**src/design/uer_pkg.sv**
```systemverilog
// uer_pkg: shared types, register indexes and zone codes for the echo ranger.
// No dependencies; used by every file under design/.
`timescale 1ns / 1ps
`default_nettype none

package uer_pkg;

  // configuration port
  localparam int unsigned CfgIdxBits  = 3;
  localparam int unsigned CfgDataBits = 16;

  localparam logic [CfgIdxBits-1:0] CFG_TRIGGER_TICKS = 3'd0;
  localparam logic [CfgIdxBits-1:0] CFG_TIMEOUT_TICKS = 3'd1;
  localparam logic [CfgIdxBits-1:0] CFG_TICKS_PER_CM  = 3'd2;
  localparam logic [CfgIdxBits-1:0] CFG_FAR_LIMIT     = 3'd3;
  localparam logic [CfgIdxBits-1:0] CFG_MID_LIMIT     = 3'd4;
  localparam logic [CfgIdxBits-1:0] CFG_NEAR_LIMIT    = 3'd5;

  localparam logic [7:0]  TriggerTicksRst = 8'd10;
  localparam logic [15:0] TimeoutTicksRst = 16'd30000;
  localparam logic [5:0]  TicksPerCmRst   = 6'd58;
  localparam logic [15:0] FarLimitRst     = 16'd30;
  localparam logic [15:0] MidLimitRst     = 16'd15;
  localparam logic [15:0] NearLimitRst    = 16'd5;

  localparam logic [15:0] Sat16 = 16'hFFFF;

  // zone codes
  localparam logic [2:0] ZONE_CLEAR    = 3'd0;
  localparam logic [2:0] ZONE_APPROACH = 3'd1;
  localparam logic [2:0] ZONE_WARNING  = 3'd2;
  localparam logic [2:0] ZONE_STOP     = 3'd3;
  localparam logic [2:0] ZONE_NONE     = 3'd4;

  typedef enum logic [3:0] {
    PH_IDLE = 4'b0001,
    PH_TRIG = 4'b0010,
    PH_WAIT = 4'b0100,
    PH_HIGH = 4'b1000
  } phase_e;

  typedef struct packed {
    logic [7:0]  trigger_ticks;
    logic [15:0] timeout_ticks;
    logic [5:0]  ticks_per_cm;
    logic [15:0] far_limit;
    logic [15:0] mid_limit;
    logic [15:0] near_limit;
  } cfg_t;

  typedef struct packed {
    logic start_req;
    logic echo_level;
  } in_word_t;

  typedef struct packed {
    logic        trigger_out;
    logic        busy_res;
    logic        done_res;
    logic [15:0] distance_cm;
    logic        no_object;
    logic [2:0]  zone;
    logic        led_green;
    logic        led_yellow;
    logic        led_red;
  } out_word_t;

endpackage

`default_nettype wire

```
**src/design/uer_cfg_regs.sv**
```systemverilog
// uer_cfg_regs: configuration register file written through a plain write port.
// Depends on uer_pkg.
`timescale 1ns / 1ps
`default_nettype none

module uer_cfg_regs (
  input  wire logic                            clk_i,
  input  wire logic                            rst_ni,
  input  wire logic                            cfg_we_i,
  input  wire logic [uer_pkg::CfgIdxBits-1:0]  cfg_idx_i,
  input  wire logic [uer_pkg::CfgDataBits-1:0] cfg_data_i,
  output uer_pkg::cfg_t                        cfg_o
);

  uer_pkg::cfg_t cfg_q, cfg_d;

  always_comb begin
    cfg_d = cfg_q;
    if (cfg_we_i) begin
      case (cfg_idx_i)
        uer_pkg::CFG_TRIGGER_TICKS: cfg_d.trigger_ticks = cfg_data_i[7:0];
        uer_pkg::CFG_TIMEOUT_TICKS: cfg_d.timeout_ticks = cfg_data_i;
        uer_pkg::CFG_TICKS_PER_CM:  cfg_d.ticks_per_cm  = cfg_data_i[5:0];
        uer_pkg::CFG_FAR_LIMIT:     cfg_d.far_limit     = cfg_data_i;
        uer_pkg::CFG_MID_LIMIT:     cfg_d.mid_limit     = cfg_data_i;
        uer_pkg::CFG_NEAR_LIMIT:    cfg_d.near_limit    = cfg_data_i;
        default: ;  // writes past the list are dropped
      endcase
    end
  end

  always_ff @(posedge clk_i or negedge rst_ni) begin
    if (!rst_ni) begin
      cfg_q.trigger_ticks <= uer_pkg::TriggerTicksRst;
      cfg_q.timeout_ticks <= uer_pkg::TimeoutTicksRst;
      cfg_q.ticks_per_cm  <= uer_pkg::TicksPerCmRst;
      cfg_q.far_limit     <= uer_pkg::FarLimitRst;
      cfg_q.mid_limit     <= uer_pkg::MidLimitRst;
      cfg_q.near_limit    <= uer_pkg::NearLimitRst;
    end else begin
      cfg_q <= cfg_d;
    end
  end

  assign cfg_o = cfg_q;

endmodule

`default_nettype wire

```
**src/design/uer_core.sv**
```systemverilog
// uer_core: measurement state machine, tick counters and zone classifier.
// Advances one tick per accepted word; depends on uer_pkg.
`timescale 1ns / 1ps
`default_nettype none

module uer_core (
  input  wire logic     clk_i,
  input  wire logic     rst_ni,
  input  wire logic     step_i,
  input  wire uer_pkg::cfg_t     cfg_i,
  input  wire uer_pkg::in_word_t in_i,
  output uer_pkg::out_word_t res_o
);

  uer_pkg::phase_e phase_q, phase_d;
  logic [15:0] elapsed_q, elapsed_d;
  logic [5:0]  frac_q, frac_d;
  logic [15:0] cnt_q, cnt_d;
  logic [15:0] dist_q, dist_d;
  logic [2:0]  zone_q, zone_d;

  logic        trig, done;
  logic [15:0] el_base, el_inc;
  logic [5:0]  frac_base;
  logic [15:0] cnt_base;
  logic [6:0]  frac_inc;
  uer_pkg::phase_e ph;

  function automatic logic [15:0] sat_inc(input logic [15:0] v);
    sat_inc = (v == uer_pkg::Sat16) ? v : v + 16'd1;
  endfunction

  function automatic logic [2:0] classify(input logic [15:0] d, input uer_pkg::cfg_t c);
    if (d > c.far_limit)       classify = uer_pkg::ZONE_CLEAR;
    else if (d > c.mid_limit)  classify = uer_pkg::ZONE_APPROACH;
    else if (d > c.near_limit) classify = uer_pkg::ZONE_WARNING;
    else                       classify = uer_pkg::ZONE_STOP;
  endfunction

  always_comb begin
    phase_d   = phase_q;
    elapsed_d = elapsed_q;
    frac_d    = frac_q;
    cnt_d     = cnt_q;
    dist_d    = dist_q;
    zone_d    = zone_q;
    trig      = 1'b0;
    done      = 1'b0;

    // stray codes fall back to idle
    case (phase_q)
      uer_pkg::PH_TRIG, uer_pkg::PH_WAIT, uer_pkg::PH_HIGH: ph = phase_q;
      default: ph = uer_pkg::PH_IDLE;
    endcase

    el_base = elapsed_q;
    if (ph == uer_pkg::PH_IDLE && in_i.start_req) begin
      ph      = uer_pkg::PH_TRIG;
      el_base = '0;
    end
    el_inc = sat_inc(el_base);

    // rising echo in wait restarts the cm counters
    if (ph == uer_pkg::PH_WAIT) begin
      frac_base = '0;
      cnt_base  = '0;
    end else begin
      frac_base = frac_q;
      cnt_base  = cnt_q;
    end
    frac_inc = {1'b0, frac_base} + 7'd1;

    phase_d   = ph;
    elapsed_d = el_base;

    case (ph)
      uer_pkg::PH_TRIG: begin
        trig = 1'b1;
        if (el_inc >= {8'd0, cfg_i.trigger_ticks}) begin
          phase_d   = uer_pkg::PH_WAIT;
          elapsed_d = '0;
        end else begin
          elapsed_d = el_inc;
        end
      end
      uer_pkg::PH_WAIT, uer_pkg::PH_HIGH: begin
        if (ph == uer_pkg::PH_HIGH && !in_i.echo_level) begin
          dist_d  = cnt_q;
          zone_d  = classify(cnt_q, cfg_i);
          phase_d = uer_pkg::PH_IDLE;
          done    = 1'b1;
        end else begin
          if (in_i.echo_level) begin
            phase_d = uer_pkg::PH_HIGH;
            if (frac_inc >= {1'b0, cfg_i.ticks_per_cm}) begin
              frac_d = '0;
              cnt_d  = sat_inc(cnt_base);
            end else begin
              frac_d = frac_inc[5:0];
              cnt_d  = cnt_base;
            end
          end
          elapsed_d = el_inc;
          if (el_inc >= cfg_i.timeout_ticks) begin
            dist_d  = '0;
            zone_d  = uer_pkg::ZONE_NONE;
            phase_d = uer_pkg::PH_IDLE;
            done    = 1'b1;
          end
        end
      end
      default: ;
    endcase
  end

  always_ff @(posedge clk_i or negedge rst_ni) begin
    if (!rst_ni) begin
      phase_q   <= uer_pkg::PH_IDLE;
      elapsed_q <= '0;
      frac_q    <= '0;
      cnt_q     <= '0;
      dist_q    <= '0;
      zone_q    <= uer_pkg::ZONE_CLEAR;
    end else if (step_i) begin
      phase_q   <= phase_d;
      elapsed_q <= elapsed_d;
      frac_q    <= frac_d;
      cnt_q     <= cnt_d;
      dist_q    <= dist_d;
      zone_q    <= zone_d;
    end
  end

  always_comb begin
    res_o.trigger_out = trig;
    res_o.busy_res    = (phase_d != uer_pkg::PH_IDLE);
    res_o.done_res    = done;
    res_o.distance_cm = dist_d;
    res_o.no_object   = (zone_d == uer_pkg::ZONE_NONE);
    res_o.zone        = zone_d;
    res_o.led_green   = (zone_d == uer_pkg::ZONE_APPROACH) ||
                        (zone_d == uer_pkg::ZONE_WARNING) ||
                        (zone_d == uer_pkg::ZONE_STOP);
    res_o.led_yellow  = (zone_d == uer_pkg::ZONE_WARNING) ||
                        (zone_d == uer_pkg::ZONE_STOP);
    res_o.led_red     = (zone_d == uer_pkg::ZONE_STOP);
  end

endmodule

`default_nettype wire

```
**src/design/ultrasonic_echo_ranger.sv**
```systemverilog
// ultrasonic_echo_ranger: top level, input handshake, result register.
// Instantiates uer_cfg_regs and uer_core; depends on uer_pkg.
//
// Usage:
//   Each input word is one microsecond tick: start_req asks for a new
//   measurement (ignored while busy), echo_level is the sampled echo pin.
//   Every accepted word produces exactly one result word carrying the
//   trigger drive, busy/done flags, last distance in cm, zone and LEDs.
//   Latency: the result for a word is valid the cycle after it is taken.
//   Throughput: one word per cycle; the state update and result are one
//   pass of logic from the state registers into the result register.
//   Stall: in_ready_o stays high while the result register is empty or
//   being drained; if the receiver holds out_ready_i low with a result
//   pending, input is held off and no ticks advance, so nothing is lost.
//   Reset (rst_ni low, async): config registers return to their defaults
//   (trigger 10, timeout 30000, 58 ticks/cm, limits 30/15/5), the
//   measurement goes idle with distance 0 and zone clear, and no result
//   is pending.
//   Config writes (cfg_we_i, cfg_idx_i, cfg_data_i) are registered and
//   should be made while the block is idle.
`timescale 1ns / 1ps
`default_nettype none

module ultrasonic_echo_ranger (
  input  wire logic                            clk_i,
  input  wire logic                            rst_ni,
  input  wire logic                            cfg_we_i,
  input  wire logic [uer_pkg::CfgIdxBits-1:0]  cfg_idx_i,
  input  wire logic [uer_pkg::CfgDataBits-1:0] cfg_data_i,
  input  wire logic                            in_valid_i,
  output logic                                 in_ready_o,
  input  wire uer_pkg::in_word_t               in_data_i,
  output logic                                 out_valid_o,
  input  wire logic                            out_ready_i,
  output uer_pkg::out_word_t                   out_data_o
);

  uer_pkg::cfg_t      cfg;
  uer_pkg::out_word_t res;
  uer_pkg::out_word_t res_q;
  logic               out_valid_q, out_valid_d;
  logic               accept;

  uer_cfg_regs u_cfg (
    .clk_i      (clk_i),
    .rst_ni     (rst_ni),
    .cfg_we_i   (cfg_we_i),
    .cfg_idx_i  (cfg_idx_i),
    .cfg_data_i (cfg_data_i),
    .cfg_o      (cfg)
  );

  // core state advances only on an accepted tick
  uer_core u_core (
    .clk_i  (clk_i),
    .rst_ni (rst_ni),
    .step_i (accept),
    .cfg_i  (cfg),
    .in_i   (in_data_i),
    .res_o  (res)
  );

  // free slot when empty or the pending word leaves this cycle
  assign in_ready_o = !out_valid_q || out_ready_i;
  assign accept     = in_valid_i && in_ready_o;

  always_comb begin
    out_valid_d = out_valid_q;
    if (accept) begin
      out_valid_d = 1'b1;
    end else if (out_ready_i) begin
      out_valid_d = 1'b0;
    end
  end

  always_ff @(posedge clk_i or negedge rst_ni) begin
    if (!rst_ni) begin
      out_valid_q <= 1'b0;
    end else begin
      out_valid_q <= out_valid_d;
    end
  end

  // result payload, no reset needed
  always_ff @(posedge clk_i) begin
    if (accept) begin
      res_q <= res;
    end
  end

  assign out_valid_o = out_valid_q;
  assign out_data_o  = res_q;

endmodule

`default_nettype wire

```
**config.mk**
```make
export PLATFORM = sky130hd
export DESIGN_NAME = ultrasonic_echo_ranger
export DESIGN_NICKNAME = d
export VERILOG_FILES = /design/src/design/uer_pkg.sv /design/src/design/uer_cfg_regs.sv /design/src/design/uer_core.sv /design/src/design/ultrasonic_echo_ranger.sv
export SDC_FILE = /design/constraint.sdc
export NUM_CORES = 1
export LEC_CHECK = 0
export BUFFER_PORTS_ARGS = -buffer_cell sky130_fd_sc_hd__clkbuf_2
export CAP_MARGIN = 20
export CORE_AREA = 10 10 136 138
export DETAILED_ROUTE_END_ITERATION = 12
export DIE_AREA = 0 0 146 148
export GPL_ROUTABILITY_DRIVEN = 0
export PLACE_DENSITY = 0.9
export SYNTH_ARGS = -nofsm -noshare
export SYNTH_HDL_FRONTEND = slang
export SYNTH_SLANG_ARGS = --single-unit
```
**constraint.sdc**
```tcl
create_clock -name clk_i -period 5.2 [get_ports clk_i]
set_input_delay 1.56 -clock clk_i [delete_from_list [all_inputs] [get_ports clk_i]]
set_output_delay 1.56 -clock clk_i [all_outputs]
set_load 0.02 [all_outputs]
```
## After elaboration in Yosys (flattened, before gate mapping)

Cells that the tools add are included.

- Bits of input ports: 26
- Output and inout port bits: 28
- Bits in registers: 166

- Bitwise gates (word level): 1
- Muxes and demuxes: 31
- Reduce and logical (&&, ||, !) cells: 20
- Add/subtract/negate cells: 3
- Equality and inequality tests: 19
- Order comparisons: 6

Operators with widths:

| operator | count |
|---|---|
| 2-to-1 mux 16 bit | 10 |
| greater-than comparator 16 bit | 3 |
| adder 16 x 1 -> 16 bit, second input constant | 2 |
| equality test 16 bit, second input constant | 2 |
| case mux 16 bit (2 select lines) | 1 |
| 2-to-1 mux 4 bit | 6 |
| >= comparator 16 bit | 1 |
| >= comparator 16 x 8 -> 1 bit | 1 |
| 2-to-1 mux 3 bit | 5 |
| equality test 3 x 2 -> 1 bit, second input constant | 4 |
| 2-to-1 mux 6 bit | 2 |
| AND reduction 2 bit | 6 |
| equality test 3 bit, second input constant | 3 |
| equality test 4 x 2 -> 1 bit, second input constant | 2 |
| equality test 4 x 3 -> 1 bit, second input constant | 2 |
| equality test 4 bit, second input constant | 2 |
| case mux 4 bit (2 select lines) | 1 |
| adder 6 x 1 -> 7 bit, second input constant | 1 |
| >= comparator 7 x 6 -> 1 bit | 1 |
| equality test 3 x 1 -> 1 bit, second input constant | 2 |
| 2-to-1 mux 1 bit | 6 |
| equality test 4 x 1 -> 1 bit, second input constant | 1 |
| logical OR 1 bit | 4 |
| != test 4 x 1 -> 1 bit, second input constant | 1 |
| other kinds (8) | 11 |

## Logic depth before layout (Yosys ltp)

Gate-level depths: netlist of the first run.

- Depth in word-level cells: 15
- Mapped depth: 22

## Hierarchy

Synthesis of the first run repeated with hierarchy kept, for this count alone.

- Cell total of the unflattened synthesis: 875
- Area, all modules: 9,590.4 µm²

Modules (own cells, without submodules):

| module | area each (µm²) | seq. area each (µm²) | cells each | instances |
|---|---|---|---|---|
| uer_core | 5,637.9 | 1,527.7 | 675 | 1 |
| uer_cfg_regs | 3,118.0 | 1,980.6 | 170 | 1 |
| ultrasonic_echo_ranger | 834.6 | 805.8 | 30 | 1 |

## Worst setup path after synthesis of the first run

No wires, ideal clock.

- Path kind: input-to-reg
- From: input in_data_i[1] (netlist name)
- To: register res_q (netlist bit out_data_o[23]), data pin
- Arrival time: 5,279 ps
- Library setup time: 253 ps
- Stages on the path: 16
- Slack: -332 ps
- Cells stage by stage: o311ai_2 > buf_2 > and2_1 > ha_1 > and3_1 > and4bb_2 > or4_1 > a21oi_1 > ha_1 > a2111oi_0 > o211a_2 > o21ai_1 > a2111o_1 > nand2_2 > buf_2 > inv_2

- Word-level cells in the longest chain between the ends: 7
- Elaborated cells between the ends (all ways): 13

Ends and longest elaborated chain:

| element | line | text |
|---|---|---|
| start: declaration | ultrasonic_echo_ranger.sv:32 | `input wire uer_pkg::in_word_t in_data_i,` |
| logical AND 1 bit (*) | uer_core.sv:57 | `if (ph == uer_pkg::PH_IDLE && in_i.start_req) begin` |
| 2-to-1 mux 16 bit | uer_core.sv:57 |  |
| adder 16 x 1 -> 16 bit / equality test 16 bit (equally long branches) | uer_core.sv:30 | `sat_inc = (v == uer_pkg::Sat16) ? v : v + 16'd1;` |
| 2-to-1 mux 16 bit | uer_core.sv:30 |  |
| >= comparator 16 bit | uer_core.sv:104 | `if (el_inc >= cfg_i.timeout_ticks) begin` |
| 2-to-1 mux 1 bit | uer_core.sv:104 |  |
| 2-to-1 mux 1 bit | uer_core.sv:87 | `if (ph == uer_pkg::PH_HIGH && !in_i.echo_level) begin` |
| end signal: assignment | ultrasonic_echo_ranger.sv:87 | `res_q <= res;` |
| end: declaration | ultrasonic_echo_ranger.sv:40 | `uer_pkg::out_word_t res_q;` |

Every way passes the cells marked *; elsewhere a longest branch is shown, timed or not.
A chain may end at the register's enable or synchronous reset.

## Final worst setup path of the first run

- From: input in_data_i[1] (netlist name)
- To: register u_core.dist_q[9]

- Word-level cells in the longest chain between the ends: 8
- Elaborated cells between the ends (all ways): 14

Ends and longest elaborated chain:

| element | line | text |
|---|---|---|
| logical AND 1 bit (*) | uer_core.sv:57 |  |
| 2-to-1 mux 16 bit | uer_core.sv:57 |  |
| adder 16 x 1 -> 16 bit / equality test 16 bit (equally long branches) | uer_core.sv:30 |  |
| 2-to-1 mux 16 bit | uer_core.sv:30 |  |
| >= comparator 16 bit | uer_core.sv:104 |  |
| 2-to-1 mux 16 bit | uer_core.sv:104 |  |
| 2-to-1 mux 16 bit | uer_core.sv:87 |  |
| 2-to-1 mux 16 bit (*) | uer_core.sv:76 | `case (ph)` |
| end signal: assignment | uer_core.sv:129 | `dist_q <= dist_d;` |
| end: declaration | uer_core.sv:19 | `logic [15:0] dist_q, dist_d;` |

Marks and branches as above.

==> results of run 1 <==
-- cell usage after synthesis (all sizes together) (3+ instances only) --
master | number | area share, %
a2111oi | 7 | 0.64
a211o | 4 | 0.37
a211oi | 9 | 0.70
a21o | 13 | 1.0
a21oi | 23 | 1.2
a22o | 35 | 3.2
a31oi | 5 | 0.48
and2 | 12 | 0.78
and3 | 13 | 0.90
buf | 15 | 0.99
clkbuf | 23 | 0.90
dfrtp | 116 | 30
dfstp | 24 | 6.6
edfxtp | 26 | 8.1
ha | 80 | 10
inv | 90 | 3.5
mux2 | 37 | 4.3
mux2i | 3 | 0.31
nand2 | 118 | 4.6
nand2b | 8 | 0.60
nand3 | 30 | 1.9
nand4 | 21 | 1.4
nor2 | 36 | 1.4
nor3 | 14 | 0.73
nor3b | 4 | 0.31
nor4 | 8 | 0.65
o2111ai | 4 | 0.37
o211a | 5 | 0.52
o211ai | 8 | 0.63
o21ai | 69 | 3.7
o31ai | 16 | 1.6
o41ai | 3 | 0.27
or2 | 6 | 0.39
or3 | 4 | 0.26
or4 | 5 | 0.39
xnor2 | 10 | 0.91
xor2 | 13 | 1.2
-- how the worst min path moves through the flow --
| stage | from | to | slack [ps] | cells past startpoint |
|---|---|---|---|---|
| 2_1_floorplan | u_core.dist_q[10] | u_core.dist_q[10] | 470 | 1 |
| 3_3_place_gp | u_cfg.cfg_o[6] | u_cfg.cfg_o[6] | 490 | 1 |
| 3_5_place_dp | u_core.dist_q[1] | u_core.dist_q[1] | 490 | 1 |
| 4_1_cts | u_cfg.cfg_o[37] | u_cfg.cfg_o[37] | 510 | 1 |
| 5_1_grt | u_cfg.cfg_o[37] | u_cfg.cfg_o[37] | 520 | 1 |
| 6_report | u_cfg.cfg_o[37] | u_cfg.cfg_o[37] | 510 | 1 |
-- registers in the layout (all words and copies together) (netlist names) --
| signal | flops |
|---|---|
| u_core.elapsed_q | 16 |
| u_core.cnt_q | 16 |
| out_data_o | 26 |
| u_cfg.cfg_o | 78 |
| out_valid_o | 1 |
| u_core.dist_q | 16 |
| u_core.zone_q | 3 |
| u_core.frac_q | 6 |
| u_core.phase_q | 4 |
-- worst max-delay path, delay by kind of cell --
family | cells | cell delay [ps]
XOR/XNOR | 1 | 70
buffers and inverters | 3 | 360
AO/OA/AOI/OAI | 6 | 1520
AND/OR/NAND/NOR | 7 | 1430
adder cells (fa/ha/maj) | 2 | 420
-- metrics by stage --
step,utilization (%),worst slack [ps]
floorplan,-,1.71
detailed placement,65.0,-166
CTS,68.7,269
finish,68.8,211
global placement,65.0,-36.6
global route,68.8,35.2
-- metal layers --
layer	track usage (%)	vias up	part of all wire, %
li1	-	3571	-
met1	29.5	3874	42
met2	36.2	423	47
met3	4.88	79	7.9
met4	10.1	0	3.3
met5	0	-	0
-- power by group --
group          leakage, nW  internal (mW)  total (mW)  switching (mW)
sequential            1.97           1.57        1.73           0.159
combinational         2.75          0.505        1.23           0.723
clock                0.292          0.685        1.26           0.575
total                 5.01           2.76        4.22            1.46
-- logic make-up (layout without fill, tap and decap cells) --
kind of cell,count (synthesis),count (layout),share of synthesized area [%]
flip-flops,166,166,45.0
AO/OA/AOI/OAI,224,224,16.9
buffers and inverters,128,205,5.42
adder cells (fa/ha/maj),80,80,10.4
XOR/XNOR,23,23,2.10
multiplexers,40,40,4.66
AND/OR/NAND/NOR,289,289,15.4
-- area by class of cell --
type                            instances  area (sq um)
Clock buffer                           18           429
Clock inverter                         14           160
Fill cell                            1104          4900
Inverter                               90           338
Multi-Input combinational cell        656          4790
Sequential cell                       166          4310
Tap cell                              216           270
Timing Repair Buffer                   83           509
==> impl_metrics.py, run 1 <==
metrics = {
    "worst_setup_path": {
        "worstPathCellList": "clkbuf_2 > o311ai_4 > and2_1 > ha_2 > and3_4 > and4bb_2 > buf_4 > nor2_1 > xnor2_1 > or2_2 > inv_1 > ha_1 > o21ai_1 > nand2b_1 > a21oi_1 > o21ai_1 > a2111o_1 > nand3_2 > a22o_1",
        "reg2regPathDepth": 19,
        "crit_top_cell": "o21ai_1",
        "r2r_slack_ps": 290,
        "worstPathRequired_ps": 5570,
        "crit_end": "u_core.dist_q[9]",
        "critPathMaxFanout": 17,
        "cp-start-kind": "primary input",
        "worstSetupPathType": "primary input to flop",
        "timing.rr.start": "u_core.phase_q[3]",
        "cpPeakStageDelay_ps": 500,
        "endpoint_kind": "flop",
        "crit_arrival_ps": 5360,
        "slowest_stage": "a2111o_1",
        "r2r-end": "u_core.dist_q[9]",
        "critPathLaunch": "in_data_i[1]",
    },
    "cts": {
        "cts.htree.levels": 4,
        "cts_resized": 0,
        "clock_latency_ps": 440,
        "hold_buffers": 0,
        "clkSinkCount": 166,
        "cts_tree": "built",
        "cts_buffers": 17,
        "clockBufferDepth": 2,
        "cts-root-buf": "clkbuf_16",
        "clk_pin_slew_worst_paths_ps": 70,
        "post_cts.repair.setup_buffers": 0,
    },
    "route": {
        "ant_nets": 0,
        "drt_iter0_drc": 850,
        "post_drt_wl_per_cell_um": 19.6,
        "firstDrtPassIters": 6,
        "viasPerCell": 6.39,
        "drcViolationCount": 0,
        "totalWireLength_um": 24400,
        "num_vias": 7947,
    },
    "synthesis": {
        "synth.distinct_cells": 78,
        "yosysWarnings": 0,
        "synth_edf_count": 26,
        "ys_seq_area_share_pct": 45.0,
        "netlist_instances": 950,
        "synthesis.area_sq_mm": 0.00959,
        "avgSynthCellArea_sq_um": 10.1,
        "synthFlopType": "dfrtp_1",
        "syn_nets": 1056,
        "synth-seq-cells": 166,
        "async_reset_ff_share_pct": 84.3,
    },
    "global_route": {
        "grt_overflow": 0,
        "grtUsageTotal_pct": 22.8,
        "grt_max_degree": 72,
        "grt_pass1_vias": 7717,
        "grt_pass1_wl_um": 40200,
        "antenna_found_initial": 0,
    },
    "finish": {
        "final_cells": 1243,
        "final_cell_mix": "nand2_1 (117), dfrtp_1 (116), inv_1 (89), ha_1 (79), o21ai_0 (55)",
        "drive_above_1_share_pct": 20.4,
        "diodes": 0,
        "num-nets-final": 1120,
        "design_area_sq_mm": 0.0108,
        "final_common_cell": "nand2_1",
        "area_growth_pct": 12.8,
    },
    "timing": {
        "hold_viol_final": 0,
        "tightest_slew_ps": 1030,
        "grt_setup_unrepaired": "false",
        "whs_ps": 508,
        "period_minus_slack_ps": 4990,
        "setup_viol": 0,
        "timing.fmax_ghz": 0.200,
        "relSlewSlack_pct": 31.1,
        "tns_ps": 0,
        "slew_violations": 0,
        "finalCritPeriodShare_pct": 95.9,
        "finalClockSkew_ps": 11.2,
    },
    "hold_path": {
        "hp-class": "flop to flop",
    },
    "place": {
        "place_area_sq_mm": 0.0102,
        "numPortBuffers": 53,
        "dp.final_hpwl_um": 17300,
        "placed_cells": 1209,
    },
    "status": {
        "status": "finished clean",
    },
    "die": {
        "ios": 54,
        "rows": 46,
        "die_h_um": 148,
        "die_w_um": 146,
        "initial_core_util_pct": 61.0,
        "fp.coreArea_sq_mm": 0.0157,
        "die_area_sq_mm": 0.0216,
    },
    "pwr": {
        "max-vdd-ir-drop_v": 0.000263,
        "power_density_mw_per_mm2": 390,
        "p_leak_nw": 5.01,
        "p_total_mw": 4.22,
    },
    "flow_run": {
        "maxCapViolations": 0,
    },
}
(Power assumes the default switching activity.)
==> run 2: changes to the inputs <==
--- a/config.mk
+++ b/config.mk
@@ -7,11 +7,12 @@
 export LEC_CHECK = 0
 export BUFFER_PORTS_ARGS = -buffer_cell sky130_fd_sc_hd__clkbuf_2
 export CAP_MARGIN = 20
-export CORE_AREA = 10 10 136 138
+export CORE_AREA = 10 10 135 137
+export CTS_BUF_LIST = sky130_fd_sc_hd__clkbuf_4
 export DETAILED_ROUTE_END_ITERATION = 12
-export DIE_AREA = 0 0 146 148
+export DIE_AREA = 0 0 145 147
 export GPL_ROUTABILITY_DRIVEN = 0
-export PLACE_DENSITY = 0.9
+export PLACE_DENSITY = 0.91
 export SYNTH_ARGS = -nofsm -noshare
 export SYNTH_HDL_FRONTEND = slang
 export SYNTH_SLANG_ARGS = --single-unit
==> run 2 against run 1 <==
Against the previous run: first-iteration DRC count decreased by 5.9%; via count decreased by 2.2%; non-clock buffer count increased by 2; cell count increased by 0.24%; critical path depth unchanged; routed wire length decreased by 3.6%; register-to-register slack improved by 80 ps; die area decreased by 1.4%; global-route usage decreased by 0.67 points; clock power decreased by 38%; largest power group unchanged; flip-flop and latch count unchanged; sequential share of layout area increased by 1.0 points.
==> impl_metrics.py, run 2 (synthesis gave the netlist of run 1 again) <==
metrics = {
    "pwr": {
        "pwr-share-clk_pct": 20.9,
        "p_sw_mw": 1.40,
        "sequentialPowerShare_pct": 46.2,
        "power.internal_mw": 2.33,
        "power_density_mw_per_mm2": 354,
        "netSwitchingFraction_pct": 37.5,
        "p_total_mw": 3.73,
        "max-vdd-ir-drop_v": 0.000163,
        "combinationalPowerShare_pct": 32.9,
        "p_leak_nw": 4.88,
    },
    "cts": {
        "clockBufferDepth": 2,
        "clkSinkCount": 166,
        "cts.htree.levels": 4,
        "cts_buffers": 17,
        "hold_buffers": 0,
        "clock_latency_ps": 580,
        "cts_tree": "built",
        "clk_pin_slew_worst_paths_ps": 160,
        "cts_resized": 0,
        "post_cts.repair.setup_buffers": 0,
        "cts-root-buf": "clkbuf_4",
    },
    "timing": {
        "finalClockSkew_ps": 18.5,
        "tightest_slew_ps": 1030,
        "timing.fmax_ghz": 0.207,
        "slew_violations": 0,
        "grt_setup_unrepaired": "false",
        "hold_viol_final": 0,
        "period_minus_slack_ps": 4830,
        "relSlewSlack_pct": 31.1,
        "tns_ps": 0,
        "setup_viol": 0,
        "finalCritPeriodShare_pct": 92.9,
        "setup_slack_ps": 368,
    },
    "die": {
        "die_area_sq_mm": 0.0213,
        "rows": 46,
        "initial_core_util_pct": 61.5,
        "die_w_um": 145,
        "die_h_um": 147,
        "fp.coreArea_sq_mm": 0.0156,
        "ios": 54,
    },
    "route": {
        "viasPerCell": 6.24,
        "post_drt_wl_per_cell_um": 18.9,
        "drt_iter0_drc": 800,
        "num_vias": 7770,
        "firstDrtPassIters": 6,
        "totalWireLength_um": 23500,
        "drcViolationCount": 0,
        "ant_nets": 0,
    },
    "place": {
        "dp_slack_ps": -126,
        "place_area_sq_mm": 0.0102,
        "dp.final_hpwl_um": 17200,
        "numPortBuffers": 53,
    },
    "worst_setup_path": {
        "crit_arrival_ps": 5350,
        "endpoint_kind": "flop",
        "worstSetupPathType": "flop to flop",
        "slowest_stage": "or4b_4",
        "worstPathRequired_ps": 5720,
        "critPathMaxFanout": 17,
        "worstPathCellList": "or4b_4 > o311ai_4 > and2_1 > ha_2 > and3_4 > and4bb_2 > buf_4 > nor2_1 > xnor2_1 > or2_2 > inv_1 > ha_1 > o21ai_1 > nand2b_1 > a21oi_1 > o21ai_1 > a2111o_1 > nand3_2 > a22o_1",
        "cp_top_family": "simple AND/OR/NAND/NOR gates",
        "cp-start-kind": "flop",
        "cpPeakStageDelay_ps": 620,
        "path_buf_inv": 2,
        "crit_top_cell": "o21ai_1",
        "r2r_slack_ps": 370,
    },
    "finish": {
        "final_cell_mix": "nand2_1 (117), dfrtp_1 (116), inv_1 (89), ha_1 (79), o21ai_0 (55)",
        "largest_reg_flops": 78,
        "drive_above_1_share_pct": 20.6,
        "final_common_cell": "nand2_1",
        "area_growth_pct": 9.95,
        "design_area_sq_mm": 0.0105,
        "num-nets-final": 1122,
    },
    "flow_run": {
        "maxCapViolations": 0,
    },
    "status": {
        "status": "finished clean",
    },
    "global_route": {
        "grt_max_degree": 74,
        "grt_pass1_vias": 7905,
        "antenna_found_initial": 1,
        "grt_overflow": 0,
        "grt_pass1_wl_um": 39200,
        "grtUsageTotal_pct": 22.1,
    },
    "hold_path": {
        "hp-class": "flop to flop",
    },
}
==> run 2: cell count changes in the layout (fill, tap and decap cells not counted), sizes merged <==
cell	delta
clkinv	+2
buf	+2
clkbuf	-1
clkinvlp	+2
inv	-3
diode	+1
==> run 2: worst paths after layout <==
| path | startpoint | to | cells past startpoint |
|---|---|---|---|
| setup / recovery | u_core.phase_q[3] | u_core.dist_q[1] | 19 |
| setup reg to reg | u_core.phase_q[3] | u_core.dist_q[1] | 19 |
| hold / removal | u_cfg.cfg_o[18] | u_cfg.cfg_o[18] | 2 |
| min in group asynchronous | rst_ni | u_cfg.cfg_o[70] | 1 |
| max in group asynchronous | rst_ni | u_core.phase_q[0] | 2 |
| hold reg to reg | u_cfg.cfg_o[18] | u_cfg.cfg_o[18] | 2 |
==> run 2: through the flow <==
step                      cells  hold slack [ps]  util (%)
final                      1246              521      67.6
after CTS                  1243              523      67.5
after global routing       1246              543      67.6
after floorplan             950              474         -
after global placement     1211              488      65.6
after detailed placement   1211              493      65.6
==> run 2: power groups by stage <==
stage               sequential (mW)  combinational [mW]  clock [mW]
CTS                            1.72                1.21       0.777
finish                         1.72                1.23       0.778
detailed placement             1.74                1.19           0
global placement               1.73                1.13           0
global route                   1.75                1.36       0.836
floorplan                      1.69               0.882           0
==> run 2: final cells by class <==
class / instances / area (sq um)
fillers: 1124 / 5060
multi-input cells: 656 / 4790
flip-flops and latches: 166 / 4310
repair buffers: 85 / 524
inverters: 90 / 338
well taps: 216 / 270
clock inverters: 15 / 170
clock buffers: 17 / 128
diodes: 1 / 2.50
==> run 2: worst reg2reg max path, delay by kind of cell, from the launching register on <==
kind                     cells  cell delay, ps
AO/OA/AOI/OAI                6            1480
XOR/XNOR                     1             110
AND/OR/NAND/NOR              8            2020
buffers and inverters        2             210
adder cells (fa/ha/maj)      2             420
flip-flops                   1             560
==> run 2: metal layers <==
layer  GRT usage [%]  vias to the layer above  part of all wire [%]
li1                -                     3575                     -
met1            27.9                     3779                    43
met2            36.3                      350                    47
met3            4.02                       66                   6.7
met4            10.2                        0                   3.4
met5               0                        -                     0
